### config.mk
export PLATFORM = sky130hd
export DESIGN_NAME = ipv4_receive_header_check_flat
export DESIGN_NICKNAME = d
export VERILOG_FILES = /design/src/hw/rtl/ihc_pkg.sv /design/src/hw/rtl/ihc_channels.sv /design/src/hw/rtl/ipv4_receive_header_check.sv /design/src/hw/rtl/ihc_front.sv /design/src/hw/rtl/ihc_queue.sv /design/src/hw/rtl/ihc_back.sv /design/src/flat_wrapper.sv
export VERILOG_INCLUDE_DIRS = /design/src /design/src/hw/rtl
export SDC_FILE = /design/constraint.sdc
export NUM_CORES = 1
export LEC_CHECK = 0
export BUFFER_PORTS_ARGS = -buffer_cell sky130_fd_sc_hd__buf_2
export CAP_MARGIN = 20
export CORE_UTILIZATION = 30
export DETAILED_ROUTE_END_ITERATION = 12
export GPL_ROUTABILITY_DRIVEN = 0
export PLACE_DENSITY_LB_ADDON = 0.15
export SETUP_SLACK_MARGIN = 0.3
export SYNTH_ARGS = -nofsm -noshare
export SYNTH_HDL_FRONTEND = slang
export SYNTH_SLANG_ARGS = --single-unit
### constraint.sdc
create_clock -name clk -period 15.95 [get_ports clk]
set_input_delay 3.19 -clock clk [delete_from_list [all_inputs] [get_ports clk]]
set_output_delay 3.19 -clock clk [all_outputs]
set_load 0.03 [all_outputs]
### src/hw/rtl/ipv4_receive_header_check_macros.svh
// assertion macros for the ipv4 receive header check block
`ifndef IPV4_RECEIVE_HEADER_CHECK_MACROS_SVH
`define IPV4_RECEIVE_HEADER_CHECK_MACROS_SVH

`ifndef SYNTH
// same-cycle implication
`define IHC_ASSERT_NOW(label, ck, rs, ante, cons) \
  label: assert property (@(posedge ck) disable iff (rs) (ante) |-> (cons)) \
    else $error("ihc assertion failed");
// next-cycle implication
`define IHC_ASSERT_NEXT(label, ck, rs, ante, cons) \
  label: assert property (@(posedge ck) disable iff (rs) (ante) |=> (cons)) \
    else $error("ihc assertion failed");
`else
`define IHC_ASSERT_NOW(label, ck, rs, ante, cons)
`define IHC_ASSERT_NEXT(label, ck, rs, ante, cons)
`endif

`endif

### src/hw/rtl/ihc_pkg.sv
// types, constants and codes shared by the header check modules
package ihc_pkg;

  localparam int unsigned IHC_QUEUE_DEPTH = 2;

  localparam int unsigned VERDICT_W   = 3;
  localparam int unsigned CFG_INDEX_W = 1;
  localparam int unsigned CFG_DATA_W  = 32;

  localparam logic [CFG_INDEX_W-1:0] CFG_OWN_ADDRESS       = 1'b0;
  localparam logic [CFG_INDEX_W-1:0] CFG_INTERFACE_PRESENT = 1'b1;

  localparam logic [5:0]  MIN_HDR      = 6'd20;
  localparam logic [3:0]  IP_VERSION   = 4'd4;
  localparam logic [3:0]  NIBBLE_MASK  = 4'h0F;
  localparam logic [7:0]  PROTO_ICMP   = 8'd1;
  localparam logic [7:0]  PROTO_UDP    = 8'd17;
  localparam logic [7:0]  LOOPBACK_NET = 8'd127;
  localparam logic [31:0] BROADCAST    = 32'hFFFF_FFFF;
  localparam logic [15:0] SUM_GOOD     = 16'hFFFF;
  localparam logic [15:0] COUNT_MAX    = 16'hFFFF;

  typedef enum logic [VERDICT_W-1:0] {
    VERDICT_ICMP        = 3'd0,
    VERDICT_UDP         = 3'd1,
    VERDICT_OTHER       = 3'd2,
    VERDICT_TOO_SHORT   = 3'd3,
    VERDICT_BAD_HEADER  = 3'd4,
    VERDICT_BAD_SUM     = 3'd5,
    VERDICT_NOT_OURS    = 3'd6
  } ihc_verdict_t;

  typedef struct packed {
    logic [31:0] own_address;
    logic        interface_present;
  } ihc_cfg_t;

  // what the front captured for one packet
  typedef struct packed {
    logic [15:0] rx_len;
    logic [3:0]  version;
    logic [5:0]  hlen;
    logic [15:0] csum;
    logic [15:0] len_field;
    logic [7:0]  ttl;
    logic [7:0]  proto;
    logic [31:0] src;
    logic [31:0] dst;
  } ihc_summary_t;

  typedef struct packed {
    logic full;
    logic empty;
  } ihc_qstat_t;

endpackage

### src/hw/rtl/ihc_channels.sv
// valid/ready channel interfaces for packet bytes and verdicts
interface ihc_byte_if;
  logic       valid;
  logic       ready;
  logic [7:0] pkt_byte;
  logic       last_byte;

  modport source(output valid, output pkt_byte, output last_byte, input ready);
  modport sink(input valid, input pkt_byte, input last_byte, output ready);
endinterface

interface ihc_result_if import ihc_pkg::*; ();
  logic                 valid;
  logic                 ready;
  logic [VERDICT_W-1:0] verdict;
  logic [31:0]          source_address;
  logic [7:0]           time_to_live;
  logic [7:0]           protocol_number;
  logic [5:0]           header_bytes;
  logic [15:0]          payload_length;

  modport source(output valid, output verdict, output source_address,
                 output time_to_live, output protocol_number,
                 output header_bytes, output payload_length, input ready);
  modport sink(input valid, input verdict, input source_address,
               input time_to_live, input protocol_number,
               input header_bytes, input payload_length, output ready);
endinterface

### src/hw/rtl/ipv4_receive_header_check.sv
// top level of the ipv4 receive header check block
// Takes one packet byte per clock on rx while rx.ready is high, with last_byte
// on the final byte, and gives one verdict item per packet on result, via the
// summary queue and the output register. The byte rate of one per cycle is set
// by the parser's per-byte count, capture and ones' complement add; up to
// QUEUE_DEPTH finished packet summaries wait between parser and verdict stage,
// plus one in the output register, before rx.ready drops. Drop verdicts carry
// zero in every other field. Write own_address and interface_present through
// cfg_we/cfg_index/cfg_data only while no packet is in flight (not enforced).
`include "ipv4_receive_header_check_macros.svh"

module ipv4_receive_header_check import ihc_pkg::*; #(
  parameter int unsigned QUEUE_DEPTH = IHC_QUEUE_DEPTH
) (
  input  logic                   clk,
  input  logic                   rst,
  ihc_byte_if.sink               rx,
  ihc_result_if.source           result,
  input  logic                   cfg_we,
  input  logic [CFG_INDEX_W-1:0] cfg_index,
  input  logic [CFG_DATA_W-1:0]  cfg_data
);

  ihc_cfg_t     cfg;
  ihc_qstat_t   qstat;
  ihc_summary_t push_data;
  ihc_summary_t head;
  logic         push;
  logic         pop;
  logic         head_valid;

  always_ff @(posedge clk) begin
    if (rst) begin
      cfg.own_address       <= '0;
      cfg.interface_present <= 1'b1;
    end else if (cfg_we) begin
      case (cfg_index)
        CFG_OWN_ADDRESS:       cfg.own_address       <= cfg_data;
        CFG_INTERFACE_PRESENT: cfg.interface_present <= cfg_data[0];
        default: begin
        end
      endcase
    end
  end

  ihc_front u_front (
    .clk     (clk),
    .rst     (rst),
    .rx      (rx),
    .qstat   (qstat),
    .push    (push),
    .summary (push_data)
  );

  ihc_queue #(
    .DEPTH (QUEUE_DEPTH)
  ) u_queue (
    .clk        (clk),
    .rst        (rst),
    .push       (push),
    .push_data  (push_data),
    .pop        (pop),
    .head       (head),
    .head_valid (head_valid),
    .qstat      (qstat)
  );

  ihc_back u_back (
    .clk        (clk),
    .rst        (rst),
    .cfg        (cfg),
    .head       (head),
    .head_valid (head_valid),
    .pop        (pop),
    .result     (result)
  );

  // drop verdicts must not leak header fields
  `IHC_ASSERT_NOW(a_drop_zero, clk, rst, result.valid && result.verdict >= VERDICT_TOO_SHORT, result.source_address == 32'd0 && result.payload_length == 16'd0 && result.header_bytes == 6'd0)
  // an accepted packet always had a full-size header
  `IHC_ASSERT_NOW(a_accept_hlen, clk, rst, result.valid && result.verdict <= VERDICT_OTHER, result.header_bytes >= MIN_HDR)
  // the parser never writes into a full queue
  `IHC_ASSERT_NOW(a_no_overflow, clk, rst, push, !qstat.full)
  // a finished packet is waiting in the queue right after its last byte
  `IHC_ASSERT_NEXT(a_last_queued, clk, rst, rx.valid && rx.ready && rx.last_byte, !qstat.empty)

endmodule

### src/hw/rtl/ihc_front.sv
// byte parser: counts bytes, captures header fields, sums header words
module ihc_front import ihc_pkg::*; (
  input  logic         clk,
  input  logic         rst,
  ihc_byte_if.sink     rx,
  input  ihc_qstat_t   qstat,
  output logic         push,
  output ihc_summary_t summary
);

  logic [15:0] byte_count, byte_count_next;
  logic [3:0]  version_seen, version_seen_next;
  logic [5:0]  header_len_seen, header_len_seen_next;
  logic [15:0] sum_accumulator, sum_accumulator_next;
  logic [7:0]  high_byte_hold, high_byte_hold_next;
  logic [15:0] total_len_seen, total_len_seen_next;
  logic [7:0]  ttl_seen, ttl_seen_next;
  logic [7:0]  proto_seen, proto_seen_next;
  logic [31:0] src_seen, src_seen_next;
  logic [31:0] dst_seen, dst_seen_next;

  logic        accept;
  logic        in_hdr;
  logic [7:0]  b;

  function automatic logic [15:0] oc_add(input logic [15:0] x, input logic [15:0] y);
    logic [16:0] s;
    s = {1'b0, x} + {1'b0, y};
    // one fold is enough: the folded value cannot carry again
    return s[15:0] + {15'd0, s[16]};
  endfunction

  assign b        = rx.pkt_byte;
  assign rx.ready = !qstat.full;
  assign accept   = rx.valid && rx.ready;
  assign push     = accept && rx.last_byte;

  always_comb begin
    version_seen_next    = version_seen;
    header_len_seen_next = header_len_seen;
    total_len_seen_next  = total_len_seen;
    ttl_seen_next        = ttl_seen;
    proto_seen_next      = proto_seen;
    src_seen_next        = src_seen;
    dst_seen_next        = dst_seen;
    high_byte_hold_next  = high_byte_hold;
    sum_accumulator_next = sum_accumulator;

    case (byte_count)
      16'd0: begin
        version_seen_next    = b[7:4];
        header_len_seen_next = {b[3:0] & NIBBLE_MASK, 2'b00};
      end
      16'd2: total_len_seen_next = {b, total_len_seen[7:0]};
      16'd3: total_len_seen_next = {total_len_seen[15:8], b};
      16'd8: ttl_seen_next = b;
      16'd9: proto_seen_next = b;
      default: begin
      end
    endcase
    if (byte_count >= 16'd12 && byte_count <= 16'd15) begin
      src_seen_next = {src_seen[23:0], b};
    end
    if (byte_count >= 16'd16 && byte_count <= 16'd19) begin
      dst_seen_next = {dst_seen[23:0], b};
    end

    // header length of byte zero applies to byte zero itself
    in_hdr = byte_count < {10'd0, header_len_seen_next};
    if (in_hdr) begin
      if (!byte_count[0]) begin
        high_byte_hold_next = b;
      end else begin
        sum_accumulator_next = oc_add(sum_accumulator, {high_byte_hold, b});
      end
    end

    byte_count_next = (byte_count == COUNT_MAX) ? byte_count : byte_count + 16'd1;
  end

  always_comb begin
    summary.rx_len    = byte_count_next;
    summary.version   = version_seen_next;
    summary.hlen      = header_len_seen_next;
    summary.csum      = sum_accumulator_next;
    summary.len_field = total_len_seen_next;
    summary.ttl       = ttl_seen_next;
    summary.proto     = proto_seen_next;
    summary.src       = src_seen_next;
    summary.dst       = dst_seen_next;
  end

  always_ff @(posedge clk) begin
    if (rst || push) begin
      byte_count      <= '0;
      version_seen    <= '0;
      header_len_seen <= '0;
      sum_accumulator <= '0;
      high_byte_hold  <= '0;
      total_len_seen  <= '0;
      ttl_seen        <= '0;
      proto_seen      <= '0;
      src_seen        <= '0;
      dst_seen        <= '0;
    end else if (accept) begin
      byte_count      <= byte_count_next;
      version_seen    <= version_seen_next;
      header_len_seen <= header_len_seen_next;
      sum_accumulator <= sum_accumulator_next;
      high_byte_hold  <= high_byte_hold_next;
      total_len_seen  <= total_len_seen_next;
      ttl_seen        <= ttl_seen_next;
      proto_seen      <= proto_seen_next;
      src_seen        <= src_seen_next;
      dst_seen        <= dst_seen_next;
    end
  end

endmodule

### src/hw/rtl/ihc_queue.sv
// short queue of packet summaries between parser and verdict stage
module ihc_queue import ihc_pkg::*; #(
  parameter int unsigned DEPTH = IHC_QUEUE_DEPTH
) (
  input  logic         clk,
  input  logic         rst,
  input  logic         push,
  input  ihc_summary_t push_data,
  input  logic         pop,
  output ihc_summary_t head,
  output logic         head_valid,
  output ihc_qstat_t   qstat
);

  localparam int unsigned PTR_W = (DEPTH > 1) ? $clog2(DEPTH) : 1;
  localparam int unsigned CNT_W = $clog2(DEPTH + 1);

  ihc_summary_t entries [DEPTH];
  logic [PTR_W-1:0] wr_ptr, rd_ptr;
  logic [CNT_W-1:0] count;

  function automatic logic [PTR_W-1:0] bump(input logic [PTR_W-1:0] p);
    return (p == PTR_W'(DEPTH - 1)) ? '0 : p + PTR_W'(1);
  endfunction

  assign head       = entries[rd_ptr];
  assign head_valid = (count != '0);
  assign qstat.full  = (count == CNT_W'(DEPTH));
  assign qstat.empty = (count == '0);

  always_ff @(posedge clk) begin
    if (push) begin
      entries[wr_ptr] <= push_data;
    end
  end

  always_ff @(posedge clk) begin
    if (rst) begin
      wr_ptr <= '0;
      rd_ptr <= '0;
      count  <= '0;
    end else begin
      if (push) begin
        wr_ptr <= bump(wr_ptr);
      end
      if (pop) begin
        rd_ptr <= bump(rd_ptr);
      end
      case ({push, pop})
        2'b10:   count <= count + CNT_W'(1);
        2'b01:   count <= count - CNT_W'(1);
        default: count <= count;
      endcase
    end
  end

endmodule

### src/hw/rtl/ihc_back.sv
// verdict stage: checks a packet summary and registers the result item
module ihc_back import ihc_pkg::*; (
  input  logic         clk,
  input  logic         rst,
  input  ihc_cfg_t     cfg,
  input  ihc_summary_t head,
  input  logic         head_valid,
  output logic         pop,
  ihc_result_if.source result
);

  ihc_verdict_t verdict, verdict_reg;
  logic        out_valid;
  logic        dst_ok;
  logic        accepted;
  logic [15:0] hlen16;
  logic [15:0] tl;
  logic [15:0] payload;
  logic [31:0] src_reg;
  logic [7:0]  ttl_reg;
  logic [7:0]  proto_reg;
  logic [5:0]  hlen_reg;
  logic [15:0] payload_reg;

  assign hlen16 = {10'd0, head.hlen};

  always_comb begin
    dst_ok = !cfg.interface_present || head.dst == cfg.own_address ||
             head.dst == BROADCAST || head.dst[31:24] == LOOPBACK_NET;

    if (head.rx_len < {10'd0, MIN_HDR}) begin
      verdict = VERDICT_TOO_SHORT;
    end else if (head.version != IP_VERSION || head.hlen < MIN_HDR ||
                 head.rx_len < hlen16) begin
      verdict = VERDICT_BAD_HEADER;
    end else if (head.csum != SUM_GOOD) begin
      verdict = VERDICT_BAD_SUM;
    end else if (!dst_ok) begin
      verdict = VERDICT_NOT_OURS;
    end else if (head.proto == PROTO_ICMP) begin
      verdict = VERDICT_ICMP;
    end else if (head.proto == PROTO_UDP) begin
      verdict = VERDICT_UDP;
    end else begin
      verdict = VERDICT_OTHER;
    end

    accepted = (verdict == VERDICT_ICMP) || (verdict == VERDICT_UDP) ||
               (verdict == VERDICT_OTHER);

    // clamp to what arrived, then floor the payload at zero
    tl      = (head.len_field > head.rx_len) ? head.rx_len : head.len_field;
    payload = (tl > hlen16) ? tl - hlen16 : 16'd0;
  end

  assign pop = head_valid && (!out_valid || result.ready);

  always_ff @(posedge clk) begin
    if (rst) begin
      out_valid <= 1'b0;
    end else if (pop) begin
      out_valid <= 1'b1;
    end else if (result.ready) begin
      out_valid <= 1'b0;
    end
  end

  always_ff @(posedge clk) begin
    if (pop) begin
      verdict_reg <= verdict;
      src_reg     <= accepted ? head.src : 32'd0;
      ttl_reg     <= accepted ? head.ttl : 8'd0;
      proto_reg   <= accepted ? head.proto : 8'd0;
      hlen_reg    <= accepted ? head.hlen : 6'd0;
      payload_reg <= accepted ? payload : 16'd0;
    end
  end

  assign result.valid           = out_valid;
  assign result.verdict         = verdict_reg;
  assign result.source_address  = src_reg;
  assign result.time_to_live    = ttl_reg;
  assign result.protocol_number = proto_reg;
  assign result.header_bytes    = hlen_reg;
  assign result.payload_length  = payload_reg;

endmodule

### src/flat_wrapper.sv
// flat-port wrapper written by rule: the top's interface ports become plain ports
module ipv4_receive_header_check_flat import ihc_pkg::*;
#(
  parameter int unsigned QUEUE_DEPTH = IHC_QUEUE_DEPTH
)
  (clk, rst, cfg_we, cfg_index, cfg_data, rx_valid, rx_pkt_byte, rx_last_byte, rx_ready, result_valid, result_verdict, result_source_address, result_time_to_live, result_protocol_number, result_header_bytes, result_payload_length, result_ready);
  ihc_byte_if rx_i ();
  ihc_result_if result_i ();
  input  logic clk;
  input  logic rst;
  input  logic cfg_we;
  input  logic [CFG_INDEX_W-1:0] cfg_index;
  input  logic [CFG_DATA_W-1:0] cfg_data;
  input wire logic [$bits(rx_i.valid)-1:0] rx_valid;
  input wire logic [$bits(rx_i.pkt_byte)-1:0] rx_pkt_byte;
  input wire logic [$bits(rx_i.last_byte)-1:0] rx_last_byte;
  output wire logic [$bits(rx_i.ready)-1:0] rx_ready;
  output wire logic [$bits(result_i.valid)-1:0] result_valid;
  output wire logic [$bits(result_i.verdict)-1:0] result_verdict;
  output wire logic [$bits(result_i.source_address)-1:0] result_source_address;
  output wire logic [$bits(result_i.time_to_live)-1:0] result_time_to_live;
  output wire logic [$bits(result_i.protocol_number)-1:0] result_protocol_number;
  output wire logic [$bits(result_i.header_bytes)-1:0] result_header_bytes;
  output wire logic [$bits(result_i.payload_length)-1:0] result_payload_length;
  input wire logic [$bits(result_i.ready)-1:0] result_ready;
  assign rx_i.valid = rx_valid;
  assign rx_i.pkt_byte = rx_pkt_byte;
  assign rx_i.last_byte = rx_last_byte;
  assign rx_ready = rx_i.ready;
  assign result_valid = result_i.valid;
  assign result_verdict = result_i.verdict;
  assign result_source_address = result_i.source_address;
  assign result_time_to_live = result_i.time_to_live;
  assign result_protocol_number = result_i.protocol_number;
  assign result_header_bytes = result_i.header_bytes;
  assign result_payload_length = result_i.payload_length;
  assign result_i.ready = result_ready;
  ipv4_receive_header_check #(.QUEUE_DEPTH(QUEUE_DEPTH)) u_core (.clk(clk), .rst(rst), .rx(rx_i), .result(result_i), .cfg_we(cfg_we), .cfg_index(cfg_index), .cfg_data(cfg_data));
endmodule
==> reports/qor.csv <==
metric,value,unit
worst_ir_drop_vdd,0.0937,mV
rsz0062_at_grt,false,
critical_path_capture_point_type,flop,
cts_resized,0,
worst_skew_pair.late_latency,0.63,ns
synth_top_family_by_area,simple AND/OR/NAND/NOR gates,
crit_slowest_cell,sky130_fd_sc_hd__a221oi_1,
finalHoldWorstSlack,0.452,ns
ys_seq_area_share,60.3,%
post_cts_buffers,0,
synth-edff-count,349,
design_power_total,0.00430,W
fillCellCount,7620,
post_drt_wl_per_cell,17.9,um
yosys.area_share.xor_xnor,3.63,%
netlist.area_leader.share,44.5,%
preCtsSetupSlack,8.54,ns
synth-adder-area-share,3.10,%
grt_first_pass_wirelength,88.7,mm
p_comb_share,26.5,%
min_delay_path_depth,2,
drv.max_cap_violation_count,0,
timing.critical_path.required,16.41,ns
share_of_synthesized_cell_area_in_and_or_nand_and_nor_gates,12.5,%
dieWidth,282,um
switching_power,0.00138,W
fin_skew,0.0266,ns
timing.max_slew.rel_slack,32.9,%
first_global_vias,15200,
worst_slew_pin_tran,1.01,ns
fmax_achieved,148,MHz
area_delta_synth_final,15.6,%
critPathArrivalTime,7.20,ns
cts_sinks,534,
num_rows,102,
period_minus_slack,6.74,ns
grt_start_max_net_pins,71,
largest_register,u_core.u_queue.entries,
min_from,u_core.u_front.dst_seen[25],
power.switching_fraction,32.1,%
synth.net_count,2139,
synth.lib_cells_used.distinct,60,
ys_async_sr_fraction,0,%
top_level_ports,122,
synthMuxAreaShare,9.75,%
vert_die_dim,282,um
gr-total-overflow,0,
final_layout_size_suffix_gt1_share,16.6,%
rr_worst_depth,20,
timing_worst_setup_path_type,in -> reg,
dpl_cell_area,25200,um2
final_area,27200,um2
number_of_antenna_violations_at_the_first_check_in_global_routing,0,
wl,57.5,mm
final_antenna_net_count,0,
tritoncts_clock_tree,built,
layout_top_registers,"u_core.u_queue.entries (276), u_core.cfg (33)",
timing.final.hold_violations,0,
p_leak,9.58,nW
timing.critical_path.cells,buf_2 -> ha_1 -> fa_1 -> a21o_1 -> a221oi_1 -> nor4b_1 -> o31a_1 -> o21a_1 -> o21ai_0 -> nand2b_1 -> ha_1 -> and3_1 -> nand3_1 -> nor3_1 -> and4_1 -> nand3b_1 -> xnor3_1 -> a21oi_1,
area_of_all_sequential_standard_cells,14200,um2
ctsHtreeMaxLevel,2,
root_buffer,sky130_fd_sc_hd__clkbuf_16,
finalCritPeriodShare,42.3,%
pwr-share-clk,33.2,%
setup.worst_path.start_class,input port,
postSynth.topFlopCell,sky130_fd_sc_hd__edfxtp_1,
cts.clk_slew.worst_paths,0.06,ns
worstPathMaxFanout,15,
fp.dieArea,79500,um2
crit_top_cell,sky130_fd_sc_hd__ha_1,
worstHoldPathType,reg -> reg,
detailroute.via_count,15200,
flip_flop_count_of_the_largest_register_after_layout,276,
hold-path-endpoint,u_core.u_front.dst_seen[25],
ys_ff_latch,534,
netlist_top_cells_area,"sky130_fd_sc_hd__edfxtp_1, sky130_fd_sc_hd__dfxtp_1, sky130_fd_sc_hd__nand2_1, sky130_fd_sc_hd__mux2_2, sky130_fd_sc_hd__mux2i_1",
synth_warnings,0,
nets_finish,2236,
hold_buffers,0,
reg2reg_setup_slack,9.99,ns
maxSlewViolCount,0,
syn_avg_cell_area,11.6,um2
drt-pass1-iter-count,7,
power.density_cell_area,158,nW/um2
area_of_combinational_cells_with_multiple_inputs,8770,um2
starting_utilization_of_the_core_area,30.4,%
synth-compound-area-share,8.10,%
status,completed,
clock_tree.buffer_depth,3,
regToRegEndpoint,u_core.u_back.result.payload_length[11],
seq_power_share,40.3,%
post-synth-top-area-cell,sky130_fd_sc_hd__edfxtp_1,
portBuffers,121,
cpPeakStageDelay,0.53,ns
drt_first_iter_violations,841,
tritoncts.num_buffers,58,
synthesis.area,23500,um2
setup_viol_count_final,0,
vias_cell,4.70,
post-route-drc-count,0,
sum_of_negative_setup_slack,0,ns
core_area,77500,um2
syn-instance-count,2035,
setup_slack,9.21,ns
p_int,0.00291,W
grt.total_usage,14.5,%
place.detailed.hpwl,37.7,mm
[critical path, delay by kind of cell]
family                     cells  cell delay [ns]
AOI/OAI and AO/OA              6             1.55
adders and majority gates      3             0.94
and+or+nand+nor                7             1.04
buffers and inverters          1             0.22
xor gates and xnor gates       1             0.24
[cells by family after synthesis]
family          after synthesis
compound gates              321
flops                       534
mux                         216
buf+inv                     140
fa+ha+maj                    57
xor+xnor                     96
simple gates                671
[final cells by class]
cell class	count	share of cell area, %
Sequential cell	534	52.1
Inverter	34	0.469
Antenna cell	1	0.00920
Tap cell	1040	4.78
Multi-Input combinational cell	1361	32.2
Timing Repair Buffer	143	2.87
Clock buffer	78	5.88
Clock inverter	31	1.61
[metal layers]
metal | wire length, um | GRT usage, % | share of wire [%]
met3 | 1860 | 2.05 | 3.2
met2 | 27500 | 24.5 | 48
met1 | 26700 | 19.0 | 46
met4 | 1410 | 4.26 | 2.4
met5 | 0 | 0 | 0
[power groups by stage]
stage | Sequential, W | Combinational (W) | Clock (W)
6_report | 0.00173 | 0.00114 | 0.00142
5_1_grt | 0.00175 | 0.00126 | 0.00152
3_3_place_gp | 0.00176 | 0.00114 | 0
2_1_floorplan | 0.00190 | 0.000713 | 0
3_5_place_dp | 0.00176 | 0.00115 | 0
4_1_cts | 0.00174 | 0.00116 | 0.00147
[through the flow]
stage / instances / util (%)
after floorplan: 2035 / -
after global placement: 3110 / 32.4
after detailed placement: 3111 / 32.5
after CTS: 3220 / 35.1
after global routing: 3221 / 35.1
final: 3222 / 35.1
[synthesized netlist by cell type (22+ instances only)]
cell	n
sky130_fd_sc_hd__edfxtp_1	349
sky130_fd_sc_hd__mux2i_1	111
sky130_fd_sc_hd__mux2_2	105
sky130_fd_sc_hd__nand4_1	23
sky130_fd_sc_hd__nand2_1	325
sky130_fd_sc_hd__xnor2_1	73
sky130_fd_sc_hd__nand3_1	31
sky130_fd_sc_hd__dfxtp_1	185
sky130_fd_sc_hd__nor2_1	169
sky130_fd_sc_hd__clkbuf_1	81
sky130_fd_sc_hd__nor3_1	28
sky130_fd_sc_hd__a21oi_1	187
sky130_fd_sc_hd__o21ai_0	38
sky130_fd_sc_hd__ha_1	55
sky130_fd_sc_hd__xor2_1	22
sky130_fd_sc_hd__inv_1	34
[cell usage in the layout (no fill, tap or decap), types with 23 or more instances in the layout]
| master | Yosys | layout |
|---|---|---|
| sky130_fd_sc_hd__clkbuf_16 | 0 | 58 |
| sky130_fd_sc_hd__ha_1 | 55 | 55 |
| sky130_fd_sc_hd__nand4_1 | 23 | 23 |
| sky130_fd_sc_hd__nand2_1 | 325 | 324 |
| sky130_fd_sc_hd__edfxtp_1 | 349 | 349 |
| sky130_fd_sc_hd__nand3_1 | 31 | 31 |
| sky130_fd_sc_hd__nor2_1 | 169 | 167 |
| sky130_fd_sc_hd__mux2i_1 | 111 | 111 |
| sky130_fd_sc_hd__xnor2_1 | 73 | 73 |
| sky130_fd_sc_hd__a21oi_1 | 187 | 187 |
| sky130_fd_sc_hd__mux2_2 | 105 | 105 |
| sky130_fd_sc_hd__nor3_1 | 28 | 27 |
| sky130_fd_sc_hd__buf_2 | 4 | 121 |
| sky130_fd_sc_hd__inv_1 | 34 | 34 |
| sky130_fd_sc_hd__o21ai_0 | 38 | 38 |
| sky130_fd_sc_hd__dfxtp_1 | 185 | 184 |
[worst max-delay path by stage]
| stage | from | end |
|---|---|---|
| floorplan | rx_valid | u_core.u_queue.entries[0][0] |
| global placement | rx_pkt_byte[0] | u_core.u_queue.entries[0][111] |
| detailed placement | rx_pkt_byte[0] | u_core.u_queue.entries[0][111] |
| CTS | rx_pkt_byte[0] | u_core.u_queue.entries[1][111] |
| global route | rx_pkt_byte[0] | u_core.u_queue.entries[1][111] |
| finish | rx_pkt_byte[0] | u_core.u_queue.entries[1][111] |
Note: power is estimated with default switching activity, not from simulation.
